[config.mk]
export PLATFORM = sky130hd
export DESIGN_NAME = pds_ctrl
export DESIGN_NICKNAME = d
export VERILOG_FILES = /design/src/rtl/pds_pkg.sv /design/src/rtl/pds_ctrl.sv
export SDC_FILE = /design/constraint.sdc
export NUM_CORES = 1
export LEC_CHECK = 0
export BUFFER_PORTS_ARGS = -buffer_cell sky130_fd_sc_hd__buf_2
export CAP_MARGIN = 40
export CORE_MARGIN = 3
export CORE_UTILIZATION = 30
export DETAILED_ROUTE_END_ITERATION = 6
export GPL_TIMING_DRIVEN = 0
export PLACE_DENSITY = 0.61
export SLEW_MARGIN = 20
export SYNTH_ARGS = -nofsm -noshare
export SYNTH_HDL_FRONTEND = slang
export SYNTH_SLANG_ARGS = --single-unit
[constraint.sdc]
create_clock -name clk_i -period 7.99 [get_ports clk_i]
set_input_delay 1.1985 -clock clk_i [delete_from_list [all_inputs] [get_ports clk_i]]
set_output_delay 1.1985 -clock clk_i [all_outputs]
set_load 0.01 [all_outputs]
[src/rtl/pds_pkg.sv]
// ----------------------------------------------------------------------------
// pds_pkg
// Shared types and constants of the periodic deadline scheduler.
// ----------------------------------------------------------------------------
`default_nettype none

package pds_pkg;

  localparam int unsigned SlotsDefault = 8;
  localparam int unsigned TimeW        = 64;
  localparam int unsigned PeriodW      = 32;
  localparam int unsigned DelayW       = 32;
  localparam int unsigned SlotOutW     = 3;
  localparam int unsigned KindW        = 2;
  localparam int unsigned CfgIdxW      = 1;

  localparam logic [DelayW-1:0] MaxDelayReset = 32'd50000;
  localparam logic [DelayW-1:0] MinDelayReset = 32'd100;

  localparam logic [CfgIdxW-1:0] CfgMaxDelay = 1'b0;
  localparam logic [CfgIdxW-1:0] CfgMinDelay = 1'b1;

  localparam logic OpRegister = 1'b0;
  localparam logic OpService  = 1'b1;

  typedef enum logic [KindW-1:0] {
    KindRegistered = 2'd0,
    KindRefused    = 2'd1,
    KindFired      = 2'd2,
    KindSleep      = 2'd3
  } kind_e;

  // controller -> datapath
  typedef struct packed {
    logic load;       // capture input beat
    logic reg_write;  // write slot entry at used count
    logic scan_init;  // start slot walk at top slot
    logic scan_dec;   // step slot walk down
    logic div_start;  // start elapsed / period
    logic div_step;   // one quotient bit
    logic adv_mul;    // form steps * period
    logic adv_write;  // write advanced deadline
    logic min_init;   // start earliest search at slot zero
    logic min_step;   // fold one slot into earliest
    logic delay_calc; // compute clamped delay
  } pds_cmd_t;

  // datapath -> controller
  typedef struct packed {
    logic op;
    logic reg_ok;
    logic slot_due;
    logic scan_zero;
    logic div_done;
    logic min_last;
  } pds_sts_t;

endpackage

`default_nettype wire

[src/rtl/pds_ctrl.sv]
// ----------------------------------------------------------------------------
// pds_ctrl
// Sequencer of register and service passes, with the output register.
// ----------------------------------------------------------------------------
`default_nettype none

module pds_ctrl
  import pds_pkg::*;
(
  input  wire logic                clk_i,
  input  wire logic                rst_ni,
  input  wire logic                in_valid_i,
  output logic                     in_ready_o,
  output logic                     out_valid_o,
  input  wire logic                out_ready_i,
  output logic [KindW-1:0]         out_kind_o,
  output logic [SlotOutW-1:0]      out_slot_o,
  output logic [DelayW-1:0]        out_delay_o,
  output logic                     out_last_o,
  output pds_cmd_t                 cmd_o,
  input  wire pds_sts_t            sts_i,
  input  wire logic [SlotOutW-1:0] scan_slot_i,
  input  wire logic [SlotOutW-1:0] reg_slot_i,
  input  wire logic [DelayW-1:0]   delay_i
);

  typedef enum logic [9:0] {
    StIdle  = 10'b00_0000_0001,
    StDec   = 10'b00_0000_0010,
    StScan  = 10'b00_0000_0100,
    StDiv   = 10'b00_0000_1000,
    StMul   = 10'b00_0001_0000,
    StAdv   = 10'b00_0010_0000,
    StFire  = 10'b00_0100_0000,
    StMin   = 10'b00_1000_0000,
    StDelay = 10'b01_0000_0000,
    StEmit  = 10'b10_0000_0000
  } state_e;

  state_e state_q, state_d;
  logic              ov_q, ov_d;
  logic [KindW-1:0]  kind_q, kind_d;
  logic [SlotOutW-1:0] slot_q, slot_d;
  logic [DelayW-1:0] delay_q, delay_d;
  logic              last_q, last_d;
  logic              free;

  assign free = !ov_q || out_ready_i;

  always_comb begin
    state_d = state_q;
    ov_d    = ov_q && !out_ready_i;
    kind_d  = kind_q;
    slot_d  = slot_q;
    delay_d = delay_q;
    last_d  = last_q;
    cmd_o   = '0;
    in_ready_o = 1'b0;
    unique case (state_q)
      StIdle: begin
        in_ready_o = 1'b1;
        if (in_valid_i) begin
          cmd_o.load = 1'b1;
          state_d    = StDec;
        end
      end
      StDec: begin
        if (sts_i.op == OpService) begin
          cmd_o.scan_init = 1'b1;
          state_d = StScan;
        end else if (free) begin
          ov_d    = 1'b1;
          slot_d  = sts_i.reg_ok ? reg_slot_i : '0;
          kind_d  = sts_i.reg_ok ? KindRegistered : KindRefused;
          delay_d = '0;
          last_d  = 1'b1;
          cmd_o.reg_write = sts_i.reg_ok;
          state_d = StIdle;
        end
      end
      StScan: begin
        if (sts_i.slot_due) begin
          cmd_o.div_start = 1'b1;
          state_d = StDiv;
        end else if (sts_i.scan_zero) begin
          cmd_o.min_init = 1'b1;
          state_d = StMin;
        end else begin
          cmd_o.scan_dec = 1'b1;
        end
      end
      StDiv: begin
        if (sts_i.div_done) begin
          state_d = StMul;
        end else begin
          cmd_o.div_step = 1'b1;
        end
      end
      StMul: begin
        cmd_o.adv_mul = 1'b1;
        state_d = StAdv;
      end
      StAdv: begin
        cmd_o.adv_write = 1'b1;
        state_d = StFire;
      end
      StFire: begin
        if (free) begin
          ov_d    = 1'b1;
          kind_d  = KindFired;
          slot_d  = scan_slot_i;
          delay_d = '0;
          last_d  = 1'b0;
          if (sts_i.scan_zero) begin
            cmd_o.min_init = 1'b1;
            state_d = StMin;
          end else begin
            cmd_o.scan_dec = 1'b1;
            state_d = StScan;
          end
        end
      end
      StMin: begin
        cmd_o.min_step = 1'b1;
        if (sts_i.min_last) begin
          state_d = StDelay;
        end
      end
      StDelay: begin
        cmd_o.delay_calc = 1'b1;
        state_d = StEmit;
      end
      StEmit: begin
        if (free) begin
          ov_d    = 1'b1;
          kind_d  = KindSleep;
          slot_d  = '0;
          delay_d = delay_i;
          last_d  = 1'b1;
          state_d = StIdle;
        end
      end
      default: state_d = StIdle;
    endcase
  end

  always_ff @(posedge clk_i or negedge rst_ni) begin
    if (!rst_ni) begin
      state_q <= StIdle;
      ov_q    <= 1'b0;
    end else begin
      state_q <= state_d;
      ov_q    <= ov_d;
    end
  end

  always_ff @(posedge clk_i) begin
    kind_q  <= kind_d;
    slot_q  <= slot_d;
    delay_q <= delay_d;
    last_q  <= last_d;
  end

  assign out_valid_o = ov_q;
  assign out_kind_o  = kind_q;
  assign out_slot_o  = slot_q;
  assign out_delay_o = delay_q;
  assign out_last_o  = last_q;

endmodule

`default_nettype wire

== Word level (Yosys, flattened, before mapping) ==
Cells that the tools add are included.

* Bits in registers: 49
* ROM bits: 0
* Output and inout port bits: 51
* Input port bits: 48
* Memories: 0
* Latch bits: 0
* Memory bits (writable): 0

* Bitwise operators: 0
* Reduce and logical (&&, ||, !) cells: 10
* Equality and inequality tests: 18
* Order comparisons: 0
* Multiplexer cells: 56
* Shifts and indexed selects: 0
* Multiply operators: 0
* Add/sub/neg operators: 0
* Divide/modulo/power cells: 0

{| class="wikitable"
|+ Operators by type and width
! kind !! number
|-
| 10-bit one-hot mux with 10 select lines || 1
|-
| 32-bit two-way mux || 3
|-
| 32-bit one-hot mux with 3 select lines || 1
|-
| 10-bit two-way mux || 8
|-
| 1-bit two-way mux || 26
|-
| 3-bit two-way mux || 5
|-
| 2-bit inequality test, second input constant || 7
|-
| 10-bit by 1-bit equality test with 1-bit output, second input constant || 1
|-
| 10-bit equality test, second input constant || 1
|-
| 10-bit by 2-bit equality test with 1-bit output, second input constant || 1
|-
| 10-bit by 3-bit equality test with 1-bit output, second input constant || 1
|-
| 10-bit by 4-bit equality test with 1-bit output, second input constant || 1
|-
| 10-bit by 5-bit equality test with 1-bit output, second input constant || 1
|-
| 10-bit by 6-bit equality test with 1-bit output, second input constant || 1
|-
| 10-bit by 7-bit equality test with 1-bit output, second input constant || 1
|-
| 10-bit by 8-bit equality test with 1-bit output, second input constant || 1
|-
| 10-bit by 9-bit equality test with 1-bit output, second input constant || 1
|-
| 2-bit two-way mux || 5
|-
| 5-bit AND reduction || 2
|-
| 3-bit one-hot mux with 3 select lines || 1
|-
| 8-bit two-way mux || 1
|-
| 1-bit one-hot mux with 2 select lines || 3
|-
| 2-bit one-hot mux with 3 select lines || 1
|-
| 3-bit AND reduction || 2
|-
| 7 further kinds || 8
|}

== Longest topological paths before layout ==
* Depth in word-level cells: 5
* Depth in mapped cells: 7

== Worst setup path before layout ==
OpenSTA, ideal clock, no wires.

* Path type: input-to-reg
* From: input sts_i[5] (netlist name)
* To: register delay_q[0] (netlist: out_delay_o[0]), enable pin
* Data arrival time: 3.004 ns
* Setup time: 0.421 ns
* Path slack: 4.565 ns
* Cell stages on the path: 4
* Cell sequence: nor3b_1 -> and4b_1 -> nor2_1 -> nor2_1

* Cells in the longest elaborated chain, start to end: 2

{| class="wikitable"
|+ Ends and longest elaborated chain
! element !! line !! source
|-
| start, declared || pds_ctrl.sv:21 || <nowiki>input wire pds_sts_t sts_i,</nowiki>
|-
| 2-bit inequality test (no line) || n/a ||
|-
| 3-bit AND reduction (no line) || n/a ||
|-
| end signal, assigned || pds_ctrl.sv:160 || <nowiki>delay_q <= delay_d;</nowiki>
|-
| end, declared || pds_ctrl.sv:44 || <nowiki>logic [DelayW-1:0] delay_q, delay_d;</nowiki>
|}

Every way passes these cells.
A chain may end at the register's enable or synchronous reset.

==> metrics.txt <==
Max Cap Viol=0; worst setup path class=in2out; CP cell instances=buf_2 -> nor2b_1 -> clkbuf_1 -> o22ai_1 -> and2_1 -> buf_2; CTS clk-pin slew, worst paths=0.09 ns; diode count=0; # DRC=0; Pwr Density=202.1 nW/µm²; clock share of power=26.5%; number of synthesized flops with an enable pin=38; Net Sw Power=207.1 µW; Die Y=98.63 µm; register area share after synthesis=55.08%; Area Growth Syn to Fin=29.90%; Final HPWL DP=4.672 mm; minimum clock period=3.565 ns; arrival time at the worst endpoint=2.37 ns; Via density=4.779; 1st-iter DRT viols=69; Synth warnings=0; leading cell type in the layout, fill and taps excluded=buf_2; share of cells above drive strength 1=44.69%; die footprint=9727 µm²; antenna-violating nets left=0; flop2flop setup slack=5.63 ns; sequential power share=43.6%; status=finished, final reports clean; reg2reg end=out_delay_o[14]; WP data required=6.79 ns; NumNets Final=367; clk_skew=0.009705 ns; Hold-fix buffers, CTS=0; CTS Buffer Depth=2; startpoint class of the critical path=input port; drt wl/cell=14.13 µm; Sw Ratio=30.65%; worst-margin pin slew=0.5505 ns; critical path capture point type=output port; drt total wl=6.004 mm; CORE AREA=8258 µm²; post-synth net total=261; HP Class=reg2reg; # clock sinks=49; routability congestion estimate=0.8303; Distinct cells, synth=58; Pre-antenna DRT Iters=4; Final Cell Area=3343 µm²; commonest cells after routing, fill and taps aside=buf_2, edfxtp_1, and2_1, nor2_1, dfrtp_1; largest net degree at the start of global routing=26; slowest CP cell=clkbuf_1; post-CTS resize count=0; Syn Area/Cell=12.08 µm²; cell internal pwr=468.5 µW; number of CTS-inserted buffers=5; vias in the first global route=1901; Initial Util=31.17%; reg-to-reg startpoint=state_q[5]; cell row count=33; Die Width=98.63 µm; first-pass GRT wire length=9.625 mm; fmax=280.5 MHz; Top Ports=99; postcts setup bufs=0; CTS root buf=clkbuf_8; Mapped Cells=213; Worst Path Max Fanout=10; Seq cells post-synth=49; Syn Std Cell Area=2574 µm²; Setup-failing EPs final=0; GRT Total Usage=12.35%; most used cell along the critical path=buf_2; Port Buffers=98; Overflow after GRT=0; DR vias=2031; most common flop cell mapped by yosys=edfxtp_1; CTS tree=yes; Rel. slew slack=63.30%; R2R cell count=7; setup TNS=0 ns; antenna violations before repair=0; CP endpoint=cmd_o[2]; Setup crit start=out_ready_i; Final Cycle Share=44.62%; final hold viol count=0; combinational power share=29.9%; Pleak=0.001569 µW; H-tree Lvls=2; Skew-Pair Late Insertion Delay=0.30 ns; worst IR drop on VDD=0.1118 mV; RSZ-0062 raised after global routing=no; dpl cell area=3231 µm²; Worst path max stage delay=0.44 ns; final-report max-slew violation count=0; asr flop ratio synth=22.45%
-- through the flow --
stage               worst slack (ns)  instances  util [%]  hold WS (ns)  power, µW
CTS                            4.404        425     40.48        0.5906      683.7
detailed placement             4.414        417     39.12        0.5649      501.6
floorplan                      4.565        213         -        0.6060      441.8
global route                   4.280        425     40.48        0.6469      716.4
global placement               3.809        416     38.70        0.5539      498.4
finish                         4.425        425     40.48        0.5875      675.7
-- area by class of cell --
type / instances / area (µm²)
inverters: 1 / 3.754
fillers: 826 / 4915
clock inverters: 3 / 43.79
plain buffers: 16 / 118.9
repair buffers: 99 / 518.0
multi-input cells: 147 / 1041
flip-flops and latches: 49 / 1418
clock buffers: 5 / 68.82
well taps: 105 / 131.4
-- state kept, by name, indices dropped and copies added, names as in the netlist --
signal,flops
out_kind_o,2
out_delay_o,32
out_valid_o,1
state_q,10
out_slot_o,3
out_last_o,1
-- worst max-delay path: cells and delay by family --
family	cells	cell delay, ns
simple gates	2	0.31
buf+inv	3	0.68
compound gates	1	0.18
-- logic make-up after synthesis --
logic type | count (synthesis) | share of synthesized area (%)
and+or+nand+nor | 116 | 29.85
AOI/OAI and AO/OA | 29 | 9.626
buffers and inverters | 17 | 4.764
DFF | 49 | 55.08
xor gates and xnor gates | 2 | 0.6807
-- layer usage --
layer / global-route usage (%) / routed length, µm / vias to the layer above
met5: 0 / 0 / -
met4: 3.256 / 82 / 0
met3: 3.751 / 553 / 6
met2: 19.60 / 2770 / 104
met1: 16.52 / 2597 / 936
li1: - / - / 985
-- cell usage after synthesis, drive strengths merged (2+ instances only) --
library cell  number  area (µm²)
edfxtp            38        1141
and2              35       219.0
nor2              16       62.56
buf               13       105.1
nor3              11       87.58
dfrtp             10       250.2
nand2             10       42.54
nor2b              9       71.32
o21ai              7       35.03
and3               5       31.28
nand3              4       25.02
nor3b              4       30.03
nor4               4       61.31
clkbuf             3       13.76
nand2b             3       18.77
nor4b              3       26.28
or2                3       18.77
a211oi             2       20.02
a21o               2       15.01
a21oi              2       10.01
a31oi              2       12.51
and4               2       17.52
and4b              2       20.02
o211ai             2       15.01
-- power by group through the flow --
stage	registers (µW)	clock network (µW)	logic (µW)
final	295	179	202
after floorplan	303	0	138
after global routing	296	197	223
after detailed placement	300	0	201
after CTS	295	186	203
after global placement	301	0	198
-- worst min-delay path by stage --
stage               start          to  slack, ns  cells past startpoint
2_1_floorplan  out_last_o  out_last_o       0.61                      2
3_3_place_gp   out_last_o  out_last_o       0.55                      2
3_5_place_dp   out_last_o  out_last_o       0.56                      2
4_1_cts        out_last_o  out_last_o       0.59                      2
5_1_grt        out_last_o  out_last_o       0.65                      2
6_report       out_last_o  out_last_o       0.59                      2
Note: power is estimated with default switching activity, not from simulation.
